--- config.mk ---
export PLATFORM = sky130hd
export DESIGN_NAME = dimer_height_site_update_core_flat
export DESIGN_NICKNAME = d
export VERILOG_FILES = /design/src/design/dhsu_pkg.sv /design/src/design/dhsu_item_if.sv /design/src/design/dhsu_result_if.sv /design/src/design/dhsu_ram.sv /design/src/design/dhsu_datapath.sv /design/src/design/dhsu_ctrl.sv /design/src/design/dimer_height_site_update_core.sv /design/src/flat_wrapper.sv
export VERILOG_INCLUDE_DIRS = /design/src /design/src/design
export SDC_FILE = /design/constraint.sdc
export NUM_CORES = 2
export LEC_CHECK = 0
export BUFFER_PORTS_ARGS = -buffer_cell sky130_fd_sc_hd__buf_4
export CAP_MARGIN = 20
export CORE_ASPECT_RATIO = 0.8
export CORE_MARGIN = 4
export CORE_UTILIZATION = 60
export CTS_CLUSTER_DIAMETER = 60
export DETAILED_ROUTE_END_ITERATION = 8
export HOLD_SLACK_MARGIN = 0.15
export PLACE_DENSITY = 0.76
export SETUP_SLACK_MARGIN = 0.5
export SLEW_MARGIN = 10
export SYNTH_ARGS = -nofsm -noshare
export SYNTH_HDL_FRONTEND = slang
export SYNTH_SLANG_ARGS = --single-unit
--- constraint.sdc ---
create_clock -name clk -period 54.7 [get_ports clk]
set_input_delay 5.47 -clock clk [delete_from_list [all_inputs] [get_ports clk]]
set_output_delay 5.47 -clock clk [all_outputs]
set_load 0.01 [all_outputs]
--- src/design/dimer_height_site_update_core_macros.svh ---
`ifndef DIMER_HEIGHT_SITE_UPDATE_CORE_MACROS_SVH
`define DIMER_HEIGHT_SITE_UPDATE_CORE_MACROS_SVH

// same-cycle implication
`define DHSU_ASSERT_IMP(lbl, clk_s, rst_s, ante, cons, msg) \
  lbl: assert property (@(posedge clk_s) disable iff (rst_s) (ante) |-> (cons)) \
    else $error(msg);

// next-cycle implication
`define DHSU_ASSERT_NXT(lbl, clk_s, rst_s, ante, cons, msg) \
  lbl: assert property (@(posedge clk_s) disable iff (rst_s) (ante) |=> (cons)) \
    else $error(msg);

`endif

--- src/design/dhsu_pkg.sv ---
package dhsu_pkg;

  localparam int DHSU_ROWS   = 4;
  localparam int DHSU_COLS   = 4;
  localparam int DHSU_LAYERS = 40;

  localparam int NUM_SLOTS = 20;
  localparam int SLOT_W    = 5;
  localparam logic [SLOT_W-1:0] SLOT_LAST = 5'd19;

  typedef logic [1:0] height_t;

  localparam logic [1:0] ACT_FLIP  = 2'd0;
  localparam logic [1:0] ACT_READ  = 2'd1;
  localparam logic [1:0] ACT_WRITE = 2'd2;

  localparam logic CFG_ENERGY_STEP = 1'b0;
  localparam logic CFG_LINK_WEIGHT = 1'b1;

  typedef enum logic [2:0] {
    OUT_DONE      = 3'd0,
    OUT_WRONG_SUB = 3'd1,
    OUT_NOT_FLIP  = 3'd2,
    OUT_REJECT    = 3'd3,
    OUT_FLIPPED   = 3'd4
  } outcome_t;

  typedef struct packed {
    logic [1:0]  action;
    logic [5:0]  layer_index;
    logic [1:0]  row;
    logic [1:0]  col;
    logic [15:0] neg_log_uniform;
    logic [1:0]  write_height;
  } item_t;

  typedef struct packed {
    logic signed [2:0] dz;
    logic signed [2:0] dx;
    logic signed [2:0] dy;
  } offset_t;

  typedef struct packed {
    logic     load;
    logic     reduce;
    logic     read_issue;
    logic     step_inc;
    logic     clear_wr;
    logic     wr_site;
    logic     wr_link;
    logic     wr_item;
    logic     eval;
    logic     mult;
    logic     set_outcome;
    outcome_t outcome;
    logic     out_load;
  } dhsu_cmd_t;

  typedef struct packed {
    logic reduce_done;
    logic read_last;
    logic clear_last;
    logic is_attempt;
    logic is_write;
    logic parity_ok;
    logic flippable;
    logic accept;
    logic out_free;
  } dhsu_status_t;

  // site, ring of four, distance-two ring, diagonals, upper layer site and ring, time links
  function automatic offset_t slot_offset(input logic [SLOT_W-1:0] s);
    offset_t o;
    o = '0;
    unique case (s)
      5'd0:  o = '{3'sd0,  3'sd0,  3'sd0};
      5'd1:  o = '{3'sd0,  3'sd1,  3'sd0};
      5'd2:  o = '{3'sd0, -3'sd1,  3'sd0};
      5'd3:  o = '{3'sd0,  3'sd0,  3'sd1};
      5'd4:  o = '{3'sd0,  3'sd0, -3'sd1};
      5'd5:  o = '{3'sd0,  3'sd2,  3'sd0};
      5'd6:  o = '{3'sd0, -3'sd2,  3'sd0};
      5'd7:  o = '{3'sd0,  3'sd0,  3'sd2};
      5'd8:  o = '{3'sd0,  3'sd0, -3'sd2};
      5'd9:  o = '{3'sd0,  3'sd1,  3'sd1};
      5'd10: o = '{3'sd0,  3'sd1, -3'sd1};
      5'd11: o = '{3'sd0, -3'sd1,  3'sd1};
      5'd12: o = '{3'sd0, -3'sd1, -3'sd1};
      5'd13: o = '{3'sd1,  3'sd0,  3'sd0};
      5'd14: o = '{3'sd1,  3'sd1,  3'sd0};
      5'd15: o = '{3'sd1, -3'sd1,  3'sd0};
      5'd16: o = '{3'sd1,  3'sd0,  3'sd1};
      5'd17: o = '{3'sd1,  3'sd0, -3'sd1};
      5'd18: o = '{-3'sd1, 3'sd0,  3'sd0};
      5'd19: o = '{3'sd2,  3'sd0,  3'sd0};
      default: o = '0;
    endcase
    return o;
  endfunction

  function automatic logic plaq_ok(input height_t hc, input height_t hxm, input height_t hxp,
                                   input height_t hyp, input height_t hym, input logic par);
    height_t want;
    want = par ? 2'd1 : 2'd3;
    return (((hc - hxm) == 2'd1) && ((hxp - hc) == 2'd1)) ||
           (((hyp - hc) == want) && ((hym - hc) == want));
  endfunction

endpackage

--- src/design/dhsu_item_if.sv ---
interface dhsu_item_if;
  logic        valid;
  logic        ready;
  logic [1:0]  action;
  logic [5:0]  layer_index;
  logic [1:0]  row;
  logic [1:0]  col;
  logic [15:0] neg_log_uniform;
  logic [1:0]  write_height;

  modport source (output valid, action, layer_index, row, col, neg_log_uniform, write_height,
                  input ready);
  modport sink (input valid, action, layer_index, row, col, neg_log_uniform, write_height,
                output ready);
endinterface

--- src/design/dhsu_result_if.sv ---
interface dhsu_result_if;
  logic       valid;
  logic       ready;
  logic [2:0] outcome;
  logic [1:0] read_height;

  modport source (output valid, outcome, read_height, input ready);
  modport sink (input valid, outcome, read_height, output ready);
endinterface

--- src/design/dhsu_ram.sv ---
module dhsu_ram #(
  parameter int WIDTH = 2,
  parameter int DEPTH = 640
) (
  input  logic                     clk,
  input  logic                     we,
  input  logic [$clog2(DEPTH)-1:0] waddr,
  input  logic [WIDTH-1:0]         wdata,
  input  logic [$clog2(DEPTH)-1:0] raddr,
  output logic [WIDTH-1:0]         rdata
);
  logic [WIDTH-1:0] mem [DEPTH];

  always_ff @(posedge clk) begin
    if (we) begin
      mem[waddr] <= wdata;
    end
    rdata <= mem[raddr];
  end
endmodule

--- src/design/dhsu_datapath.sv ---
module dhsu_datapath #(
  parameter int ROWS   = dhsu_pkg::DHSU_ROWS,
  parameter int COLS   = dhsu_pkg::DHSU_COLS,
  parameter int LAYERS = dhsu_pkg::DHSU_LAYERS
) (
  input  logic                    clk,
  input  logic                    rst,
  input  dhsu_pkg::item_t         item_data,
  input  logic                    cfg_we,
  input  logic                    cfg_index,
  input  logic [15:0]             cfg_data,
  input  dhsu_pkg::dhsu_cmd_t     cmd,
  output dhsu_pkg::dhsu_status_t  sts,
  input  logic                    out_ready,
  output logic                    out_valid,
  output logic [2:0]              out_outcome,
  output logic [1:0]              out_height
);
  import dhsu_pkg::*;

  localparam int RW    = $clog2(ROWS);
  localparam int CW    = $clog2(COLS);
  localparam int LW    = $clog2(LAYERS);
  localparam int DEPTH = LAYERS * ROWS * COLS;
  localparam int AW    = $clog2(DEPTH);
  localparam int XIW   = (RW > 2) ? RW : 2;
  localparam int YIW   = (CW > 2) ? CW : 2;
  localparam int ZIW   = (LW > 6) ? LW : 6;
  localparam logic [XIW:0] XLIM = (XIW+1)'(ROWS);
  localparam logic [YIW:0] YLIM = (YIW+1)'(COLS);
  localparam logic [ZIW:0] ZLIM = (ZIW+1)'(LAYERS);

  logic signed [15:0] energy_step;
  logic [15:0]        link_weight;

  logic [1:0]     act;
  logic [ZIW-1:0] zi;
  logic [XIW-1:0] xi;
  logic [YIW-1:0] yi;
  logic [15:0]    nlu;
  height_t        wh;

  logic [LW-1:0] z;
  logic [RW-1:0] x;
  logic [CW-1:0] y;

  logic [SLOT_W-1:0] step;

  offset_t off;
  logic signed [LW+2:0] sz;
  logic signed [RW+2:0] sx;
  logic signed [CW+2:0] sy;
  logic [LW-1:0] tz;
  logic [RW-1:0] tx;
  logic [CW-1:0] ty;
  logic [AW-1:0] gen_addr;

  logic [AW-1:0] caddr;
  logic [RW-1:0] cx;
  logic [CW-1:0] cy;
  height_t       cval;
  logic [1:0]    crow;

  logic          mem_we;
  logic [AW-1:0] mem_waddr;
  height_t       mem_wdata;
  height_t       mem_rdata;

  logic              rd_pend;
  logic [SLOT_W-1:0] rd_slot;
  logic              rd_par;
  logic              rd_site;

  height_t hs [NUM_SLOTS];
  logic    ps [NUM_SLOTS];
  logic    ss [NUM_SLOTS];
  height_t va [13];

  logic bs, ba, bb, bc, bd, aa, ab, ac, ad, match, c1, c2;
  logic [2:0] kb, ka;

  logic signed [3:0]  k_reg;
  logic signed [2:0]  c_reg;
  logic               parity_reg;
  logic               flip_reg;
  logic signed [19:0] p1;
  logic signed [19:0] p2;
  logic signed [20:0] bound;
  outcome_t           outcome_q;

  assign z = zi[LW-1:0];
  assign x = xi[RW-1:0];
  assign y = yi[CW-1:0];

  always_ff @(posedge clk) begin
    if (rst) begin
      energy_step <= 16'sd46;
      link_weight <= 16'd3069;
    end else if (cfg_we) begin
      unique case (cfg_index)
        CFG_ENERGY_STEP: energy_step <= $signed(cfg_data);
        CFG_LINK_WEIGHT: link_weight <= cfg_data;
        default: ;
      endcase
    end
  end

  always_ff @(posedge clk) begin
    if (cmd.load) begin
      act <= item_data.action;
      zi  <= ZIW'(item_data.layer_index);
      xi  <= XIW'(item_data.row);
      yi  <= YIW'(item_data.col);
      nlu <= item_data.neg_log_uniform;
      wh  <= item_data.write_height;
    end else if (cmd.reduce) begin
      if ({1'b0, zi} >= ZLIM) zi <= zi - ZLIM[ZIW-1:0];
      if ({1'b0, xi} >= XLIM) xi <= xi - XLIM[XIW-1:0];
      if ({1'b0, yi} >= YLIM) yi <= yi - YLIM[YIW-1:0];
    end
  end

  always_ff @(posedge clk) begin
    if (rst) begin
      step <= '0;
    end else if (cmd.load) begin
      step <= '0;
    end else if (cmd.step_inc) begin
      step <= step + 1'b1;
    end
  end

  always_comb begin
    off = '0;
    if (cmd.read_issue) begin
      off = slot_offset(step);
    end else if (cmd.wr_link) begin
      off = '{3'sd1, 3'sd0, 3'sd0};
    end
    sz = $signed({3'b000, z}) + (LW+3)'(off.dz);
    if (sz < 0) sz = sz + (LW+3)'(LAYERS);
    else if (sz >= LAYERS) sz = sz - (LW+3)'(LAYERS);
    sx = $signed({3'b000, x}) + (RW+3)'(off.dx);
    if (sx < 0) sx = sx + (RW+3)'(ROWS);
    else if (sx >= ROWS) sx = sx - (RW+3)'(ROWS);
    sy = $signed({3'b000, y}) + (CW+3)'(off.dy);
    if (sy < 0) sy = sy + (CW+3)'(COLS);
    else if (sy >= COLS) sy = sy - (CW+3)'(COLS);
    tz = sz[LW-1:0];
    tx = sx[RW-1:0];
    ty = sy[CW-1:0];
    gen_addr = AW'((int'(tz) * ROWS + int'(tx)) * COLS + int'(ty));
  end

  always_ff @(posedge clk) begin
    if (rst) begin
      caddr <= '0;
      cx    <= '0;
      cy    <= '0;
    end else if (cmd.clear_wr) begin
      caddr <= caddr + 1'b1;
      if (cy == CW'(COLS - 1)) begin
        cy <= '0;
        cx <= (cx == RW'(ROWS - 1)) ? '0 : cx + 1'b1;
      end else begin
        cy <= cy + 1'b1;
      end
    end
  end

  always_comb begin
    crow = 2'(cx);
    if (cx[0] ^ cy[0]) cval = (crow < 2'd2) ? 2'd3 : 2'd1;
    else cval = ((crow == 2'd1) || (crow == 2'd2)) ? 2'd2 : 2'd0;
  end

  always_comb begin
    mem_we    = cmd.clear_wr | cmd.wr_site | cmd.wr_link | cmd.wr_item;
    mem_waddr = cmd.clear_wr ? caddr : gen_addr;
    mem_wdata = wh;
    if (cmd.clear_wr) mem_wdata = cval;
    else if (cmd.wr_site) mem_wdata = hs[0] ^ 2'b10;
    else if (cmd.wr_link) mem_wdata = hs[13] ^ 2'b10;
  end

  dhsu_ram #(.WIDTH(2), .DEPTH(DEPTH)) u_ram (
    .clk   (clk),
    .we    (mem_we),
    .waddr (mem_waddr),
    .wdata (mem_wdata),
    .raddr (gen_addr),
    .rdata (mem_rdata)
  );

  always_ff @(posedge clk) begin
    if (rst) begin
      rd_pend <= 1'b0;
    end else begin
      rd_pend <= cmd.read_issue;
    end
  end

  always_ff @(posedge clk) begin
    rd_slot <= step;
    rd_par  <= tx[0] ^ ty[0];
    rd_site <= (tz == z) && (tx == x) && (ty == y);
    if (rd_pend) begin
      hs[rd_slot] <= mem_rdata;
      ps[rd_slot] <= rd_par;
      ss[rd_slot] <= rd_site;
    end
  end

  always_comb begin
    for (int i = 0; i < 13; i++) begin
      va[i] = ss[i] ? (hs[i] ^ 2'b10) : hs[i];
    end
    bs = plaq_ok(hs[0], hs[2], hs[1], hs[3], hs[4], ps[0]);
    ba = plaq_ok(hs[1], hs[0], hs[5], hs[9], hs[10], ps[1]);
    bb = plaq_ok(hs[2], hs[6], hs[0], hs[11], hs[12], ps[2]);
    bc = plaq_ok(hs[3], hs[11], hs[9], hs[7], hs[0], ps[3]);
    bd = plaq_ok(hs[4], hs[12], hs[10], hs[0], hs[8], ps[4]);
    aa = plaq_ok(va[1], va[0], va[5], va[9], va[10], ps[1]);
    ab = plaq_ok(va[2], va[6], va[0], va[11], va[12], ps[2]);
    ac = plaq_ok(va[3], va[11], va[9], va[7], va[0], ps[3]);
    ad = plaq_ok(va[4], va[12], va[10], va[0], va[8], ps[4]);
    kb = 3'(ba) + 3'(bb) + 3'(bc) + 3'(bd);
    ka = 3'(aa) + 3'(ab) + 3'(ac) + 3'(ad);
    match = (hs[1] == hs[14]) && (hs[2] == hs[15]) && (hs[3] == hs[16]) && (hs[4] == hs[17]);
    c1 = (hs[0] == hs[18]);
    c2 = (hs[13] == hs[19]);
  end

  always_ff @(posedge clk) begin
    if (cmd.eval) begin
      k_reg      <= $signed({1'b0, ka}) - $signed({1'b0, kb});
      c_reg      <= (c1 && c2) ? 3'sd2 : ((c1 || c2) ? 3'sd0 : -3'sd2);
      parity_reg <= (z[0] == ps[0]);
      flip_reg   <= bs && match;
    end
    if (cmd.mult) begin
      p1 <= k_reg * energy_step;
      p2 <= c_reg * $signed({1'b0, link_weight});
    end
  end

  assign bound = 21'(p1) + 21'(p2);

  always_ff @(posedge clk) begin
    if (cmd.set_outcome) outcome_q <= cmd.outcome;
  end

  always_ff @(posedge clk) begin
    if (rst) begin
      out_valid <= 1'b0;
    end else if (cmd.out_load) begin
      out_valid <= 1'b1;
    end else if (out_ready) begin
      out_valid <= 1'b0;
    end
  end

  always_ff @(posedge clk) begin
    if (cmd.out_load) begin
      out_outcome <= outcome_q;
      if (act == ACT_WRITE) out_height <= wh;
      else if (outcome_q == OUT_FLIPPED) out_height <= hs[0] ^ 2'b10;
      else out_height <= hs[0];
    end
  end

  always_comb begin
    sts.reduce_done = ({1'b0, zi} < ZLIM) && ({1'b0, xi} < XLIM) && ({1'b0, yi} < YLIM);
    sts.is_attempt  = (act == ACT_FLIP);
    sts.is_write    = (act == ACT_WRITE);
    sts.read_last   = sts.is_attempt ? (step == SLOT_LAST) : (step == '0);
    sts.clear_last  = (caddr == AW'(DEPTH - 1));
    sts.parity_ok   = parity_reg;
    sts.flippable   = flip_reg;
    sts.accept      = $signed({5'b00000, nlu}) > bound;
    sts.out_free    = !out_valid || out_ready;
  end
endmodule

--- src/design/dhsu_ctrl.sv ---
module dhsu_ctrl (
  input  logic                   clk,
  input  logic                   rst,
  input  logic                   item_valid,
  output logic                   item_ready,
  input  dhsu_pkg::dhsu_status_t sts,
  output dhsu_pkg::dhsu_cmd_t    cmd
);
  import dhsu_pkg::*;

  typedef enum logic [11:0] {
    S_CLEAR   = 12'b000000000001,
    S_IDLE    = 12'b000000000010,
    S_REDUCE  = 12'b000000000100,
    S_READ    = 12'b000000001000,
    S_DRAIN   = 12'b000000010000,
    S_EVAL    = 12'b000000100000,
    S_MULT    = 12'b000001000000,
    S_DECIDE  = 12'b000010000000,
    S_FLIP_Z  = 12'b000100000000,
    S_FLIP_Z1 = 12'b001000000000,
    S_WRITE   = 12'b010000000000,
    S_RESP    = 12'b100000000000
  } state_t;

  state_t state, state_next;

  always_ff @(posedge clk) begin
    if (rst) begin
      state <= S_CLEAR;
    end else begin
      state <= state_next;
    end
  end

  always_comb begin
    state_next = state;
    cmd        = '0;
    item_ready = 1'b0;
    unique case (state)
      S_CLEAR: begin
        cmd.clear_wr = 1'b1;
        if (sts.clear_last) state_next = S_IDLE;
      end
      S_IDLE: begin
        item_ready = 1'b1;
        if (item_valid) begin
          cmd.load   = 1'b1;
          state_next = S_REDUCE;
        end
      end
      S_REDUCE: begin
        if (sts.reduce_done) state_next = sts.is_write ? S_WRITE : S_READ;
        else cmd.reduce = 1'b1;
      end
      S_READ: begin
        cmd.read_issue = 1'b1;
        if (sts.read_last) state_next = S_DRAIN;
        else cmd.step_inc = 1'b1;
      end
      S_DRAIN: begin
        if (sts.is_attempt) begin
          state_next = S_EVAL;
        end else begin
          cmd.set_outcome = 1'b1;
          cmd.outcome     = OUT_DONE;
          state_next      = S_RESP;
        end
      end
      S_EVAL: begin
        cmd.eval   = 1'b1;
        state_next = S_MULT;
      end
      S_MULT: begin
        cmd.mult = 1'b1;
        if (!sts.parity_ok) begin
          cmd.set_outcome = 1'b1;
          cmd.outcome     = OUT_WRONG_SUB;
          state_next      = S_RESP;
        end else if (!sts.flippable) begin
          cmd.set_outcome = 1'b1;
          cmd.outcome     = OUT_NOT_FLIP;
          state_next      = S_RESP;
        end else begin
          state_next = S_DECIDE;
        end
      end
      S_DECIDE: begin
        cmd.set_outcome = 1'b1;
        if (sts.accept) begin
          cmd.outcome = OUT_FLIPPED;
          state_next  = S_FLIP_Z;
        end else begin
          cmd.outcome = OUT_REJECT;
          state_next  = S_RESP;
        end
      end
      S_FLIP_Z: begin
        cmd.wr_site = 1'b1;
        state_next  = S_FLIP_Z1;
      end
      S_FLIP_Z1: begin
        cmd.wr_link = 1'b1;
        state_next  = S_RESP;
      end
      S_WRITE: begin
        cmd.wr_item     = 1'b1;
        cmd.set_outcome = 1'b1;
        cmd.outcome     = OUT_DONE;
        state_next      = S_RESP;
      end
      S_RESP: begin
        if (sts.out_free) begin
          cmd.out_load = 1'b1;
          state_next   = S_IDLE;
        end
      end
      default: state_next = S_CLEAR;
    endcase
  end
endmodule

--- src/design/dimer_height_site_update_core.sv ---
// Flip attempt: reduce, read all 20 slots, evaluate, multiply, decide, write back the site and
// the upper layer site; a wrong sublattice or a site that cannot flip ends after multiply, a
// reject after decide. Reduce wraps out-of-range coordinates by subtraction. Read: reduce, one
// lattice read; write: reduce, one write. One item at a time: the next beat is taken in the
// cycle after the result is loaded into the output register, where it waits. Reset (synchronous,
// active high) loads the columnar pattern into all LAYERS*ROWS*COLS sites (640 by default).
`include "dimer_height_site_update_core_macros.svh"

module dimer_height_site_update_core #(
  parameter int ROWS   = dhsu_pkg::DHSU_ROWS,
  parameter int COLS   = dhsu_pkg::DHSU_COLS,
  parameter int LAYERS = dhsu_pkg::DHSU_LAYERS
) (
  input  logic          clk,
  input  logic          rst,
  dhsu_item_if.sink     item,
  dhsu_result_if.source result,
  input  logic          cfg_we,
  input  logic          cfg_index,
  input  logic [15:0]   cfg_data
);
  import dhsu_pkg::*;

  dhsu_cmd_t    cmd;
  dhsu_status_t sts;
  item_t        item_data;
  logic         ready_int;

  assign item_data.action          = item.action;
  assign item_data.layer_index     = item.layer_index;
  assign item_data.row             = item.row;
  assign item_data.col             = item.col;
  assign item_data.neg_log_uniform = item.neg_log_uniform;
  assign item_data.write_height    = item.write_height;
  assign item.ready                = ready_int;

  dhsu_ctrl u_ctrl (
    .clk        (clk),
    .rst        (rst),
    .item_valid (item.valid),
    .item_ready (ready_int),
    .sts        (sts),
    .cmd        (cmd)
  );

  dhsu_datapath #(.ROWS(ROWS), .COLS(COLS), .LAYERS(LAYERS)) u_dp (
    .clk         (clk),
    .rst         (rst),
    .item_data   (item_data),
    .cfg_we      (cfg_we),
    .cfg_index   (cfg_index),
    .cfg_data    (cfg_data),
    .cmd         (cmd),
    .sts         (sts),
    .out_ready   (result.ready),
    .out_valid   (result.valid),
    .out_outcome (result.outcome),
    .out_height  (result.read_height)
  );

  `DHSU_ASSERT_IMP(a_no_accept_in_clear, clk, rst, cmd.clear_wr, !ready_int, "beat taken during clear")
  `DHSU_ASSERT_IMP(a_out_not_overwritten, clk, rst, cmd.out_load, sts.out_free, "pending result overwritten")
  `DHSU_ASSERT_NXT(a_flip_pair, clk, rst, cmd.wr_site, cmd.wr_link, "site flip without upper layer flip")
endmodule

--- src/flat_wrapper.sv ---
// flat-port wrapper written by rule: the top's interface ports become plain ports
module dimer_height_site_update_core_flat import dhsu_pkg::*;
#(
  parameter int ROWS   = dhsu_pkg::DHSU_ROWS,
  parameter int COLS   = dhsu_pkg::DHSU_COLS,
  parameter int LAYERS = dhsu_pkg::DHSU_LAYERS
)
  (clk, rst, cfg_we, cfg_index, cfg_data, item_valid, item_action, item_layer_index, item_row, item_col, item_neg_log_uniform, item_write_height, item_ready, result_valid, result_outcome, result_read_height, result_ready);
  dhsu_item_if item_i ();
  dhsu_result_if result_i ();
  input  logic clk;
  input  logic rst;
  input  logic cfg_we;
  input  logic cfg_index;
  input  logic [15:0] cfg_data;
  input wire logic [$bits(item_i.valid)-1:0] item_valid;
  input wire logic [$bits(item_i.action)-1:0] item_action;
  input wire logic [$bits(item_i.layer_index)-1:0] item_layer_index;
  input wire logic [$bits(item_i.row)-1:0] item_row;
  input wire logic [$bits(item_i.col)-1:0] item_col;
  input wire logic [$bits(item_i.neg_log_uniform)-1:0] item_neg_log_uniform;
  input wire logic [$bits(item_i.write_height)-1:0] item_write_height;
  output wire logic [$bits(item_i.ready)-1:0] item_ready;
  output wire logic [$bits(result_i.valid)-1:0] result_valid;
  output wire logic [$bits(result_i.outcome)-1:0] result_outcome;
  output wire logic [$bits(result_i.read_height)-1:0] result_read_height;
  input wire logic [$bits(result_i.ready)-1:0] result_ready;
  assign item_i.valid = item_valid;
  assign item_i.action = item_action;
  assign item_i.layer_index = item_layer_index;
  assign item_i.row = item_row;
  assign item_i.col = item_col;
  assign item_i.neg_log_uniform = item_neg_log_uniform;
  assign item_i.write_height = item_write_height;
  assign item_ready = item_i.ready;
  assign result_valid = result_i.valid;
  assign result_outcome = result_i.outcome;
  assign result_read_height = result_i.read_height;
  assign result_i.ready = result_ready;
  dimer_height_site_update_core #(.ROWS(ROWS), .COLS(COLS), .LAYERS(LAYERS)) u_core (.clk(clk), .rst(rst), .item(item_i), .result(result_i), .cfg_we(cfg_we), .cfg_index(cfg_index), .cfg_data(cfg_data));
endmodule
==> results.toml <==
[setup_path]
timing.critical_path.to_type = "register"
required_ns = 55.32
timing.critical_path.from = "u_core.u_ctrl.state[7]"
reg2reg_slack_ns = 46.62
critPathKind = "reg2reg"
worst-path-max-fanout = 63
crit_arrival_ns = 8.70
critical_path.reg2reg.startpoint = "u_core.u_ctrl.state[7]"
timing.critical_path.from_type = "register"

[final_layout]
layout-drive-gt1-share = 0.120
fillCellCount = 7741
largest_registers = "u_core.u_dp.u_ram.mem x1280, u_core.u_dp.hs x40, u_core.u_dp.p1 x20"
layout.cells.non_filler = 6567
largest_register_ff_count = 1280
final_core_util = 0.661
area_growth_from_synthesis_to_final_layout_pct = 9.27
max_flop_register = "u_core.u_dp.u_ram.mem"
nets = 5194
final_cell_area_sq_um = 74500

[clock_tree]
cts_inserted_buffers = 142
clk_pin_slew_worst_paths_ns = 0.07
htree_levels = 4
postCtsSetupRepairBufs = 0
cts-resized-gates = 0
ctsLongestPathBuffers = 3
root_buffer = "clkbuf_16"
worstSkewPairLatency_ns = 0.77
cts_hold_fix_bufs = 0
clkSinkCount = 1504
tritoncts = "yes"

[global_route]
first_global_vias = 42600
grt.overflow.total = 0
grt_max_degree = 250
gr-usage-all-layers = 0.300
first_pass_grt_wire_length_mm = 267
initial_antenna_violation_count = 3

[detailed_routing]
remaining_drc_errors = 0
wire_per_inst_microns = 26.9
vias = 43400
drt_pass1_iterations = 6
routed_wl_mm = 177
post_drt_via_cell_ratio = 6.61
drt.antenna.violating_nets = 0
drt_first_iter_violations = 6528

[placement]
placed_cells = 6311
place.port_buffers = 58
hpwlAfterDp_mm = 106
gpl.final_weighted_congestion = 0.876
postPlaceCellArea_sq_um = 69900

[synthesis]
synth.net_count = 5228
async_reset_ff_frac = 0
top_ff_cell_synth = "edfxtp_1"
gate_count_after_technology_mapping = 4980
synth.largest_area_cell = "edfxtp_1"
post_synth_num_cell_types = 91
yosys-top-cells-area = "edfxtp_1 63%, mux4_2 6.5%, nor2_1 4.7%, ha_1 2.8%, mux2i_1 2.4%"
synthesis.area_per_instance_sq_um = 13.7
synthTopCellsByCount = "1423 x edfxtp_1, 846 x nor2_1, 425 x nand2_1"
synth_top_area_frac = 0.627
yosysMostFrequentCell = "edfxtp_1"
synthesis_stage_register_bit_count = 1504
synth_seq_area_share = 0.650
synth.cell_area_sq_um = 68200
number_of_synthesis_warnings = 0
synth_enable_flop_cells = 1423

[timing]
tightest_slew_ns = 1.22
layout_min_cycle_time_ns = 8.08
clk_skew_ns = 0.0343
count_of_endpoints_failing_hold_in_the_final_timing_report = 0
layout_worst_path_cycle_share = 0.148
timing.slew.headroom = 0.185
final.setup.tns_ns = 0
achievable_freq_mhz = 124
final-setup-viol-count = 0
rsz_0062_raised_after_global_routing = "false"
finalMaxSlewViolations = 0

[job]
max_cap_violations = 0

[die]
top_level_ports = 59
die_h_microns = 310
fp.dieArea_sq_um = 119000
die_width_microns = 385
core_area_sq_um = 113000
num_rows = 110
start_util = 0.605

[power]
static-leakage-power_nw = 24.9
peakVddDrop_mv = 0.0370
total_power_mw = 2.53
pwr_density_cell_nw_per_um2 = 34.0

[min_path]
hp-start = "u_core.u_dp.step[1]"
min_path_type = "reg2reg"

[status]
status = "finished clean"
-- layout by cell type (no fill, tap or decap), types with 25 or more instances in the layout --
| cell type | count |
|---|---|
| edfxtp_1 | 1423 |
| nor2_1 | 845 |
| nand2_1 | 401 |
| mux4_2 | 197 |
| a21oi_1 | 166 |
| mux2i_1 | 163 |
| ha_1 | 153 |
| clkbuf_16 | 148 |
| buf_4 | 138 |
| nor3_1 | 100 |
| nand3_1 | 93 |
| inv_1 | 92 |
| xnor2_1 | 85 |
| o21ai_0 | 83 |
| dfxtp_1 | 81 |
| and2_1 | 57 |
| xor2_1 | 53 |
| nand2b_1 | 49 |
| fa_1 | 40 |
| nor2b_1 | 39 |
| clkbuf_1 | 36 |
| clkinv_1 | 30 |
| o22ai_1 | 30 |
| a221oi_1 | 30 |
| nand4_1 | 26 |
| a31oi_1 | 25 |
-- routing by layer --
metal | GRT usage | up-vias | share of wire
met5 | 0 | - | 0
met4 | 0.116 | 0 | 0.042
met3 | 0.0850 | 462 | 0.14
met2 | 0.439 | 3058 | 0.44
met1 | 0.432 | 21400 | 0.38
li1 | - | 18500 | -
-- power breakdown --
| group | total (mW) | internal [mW] | switching (mW) |
|---|---|---|---|
| registers | 1.38 | 1.38 | 0.00329 |
| clock network | 0.978 | 0.556 | 0.422 |
| logic | 0.175 | 0.0255 | 0.149 |
-- final timing paths --
| check | end | cells past startpoint |
|---|---|---|
| setup reg to reg | u_core.u_dp.u_ram.rdata[1] | 18 |
| hold reg to reg | u_core.u_dp.rd_slot[1] | 0 |
| hold / removal | u_core.u_dp.rd_slot[1] | 0 |
| setup / recovery | u_core.u_dp.u_ram.rdata[1] | 18 |
-- kinds of logic after synthesis --
family | after synthesis | synth area share
and+or+nand+nor | 1769 | 0.115
DFF | 1504 | 0.650
AOI/OAI and AO/OA | 574 | 0.0565
buffers and inverters | 418 | 0.0277
muxes | 375 | 0.0914
adders and majority gates | 196 | 0.0405
xor gates and xnor gates | 144 | 0.0189
-- critical path, cell delays in order (launching register included) --
cell and delay [ns]:
dfxtp_1 0.34, nor3_2 0.53, and4_1 0.56, and2_1 0.19, ha_2 0.80, nor2b_1 0.18, nor2_1 0.51, nor3_4 0.05
buf_4 0.32, nor2_4 0.78, buf_4 0.68, buf_4 0.81, mux4_2 0.41, nand2_1 0.11, a21oi_1 0.09, nor4_1 0.56
nor4_1 0.20, o31ai_1 0.54, nand4_1 0.15
-- stage by stage --
stage,hold slack [ns],setup slack (ns)
floorplan,0.368,21.54
global placement,0.423,46.08
detailed placement,0.420,45.83
CTS,0.433,46.67
global route,0.441,46.31
finish,0.435,46.62
-- cell type report --
type / instances / area, sq um / share of cell area
multi-input cells: 3058 / 22200 / 0.297
flip-flops and latches: 1504 / 44400 / 0.595
repair buffers: 146 / 1210 / 0.0163
inverters: 94 / 353 / 0.00473
clock inverters: 64 / 661 / 0.00887
clock buffers: 187 / 3880 / 0.0521
diodes: 2 / 5.00 / 0.0000672
well taps: 1512 / 1890 / 0.0254
(Power assumes the default switching activity.)
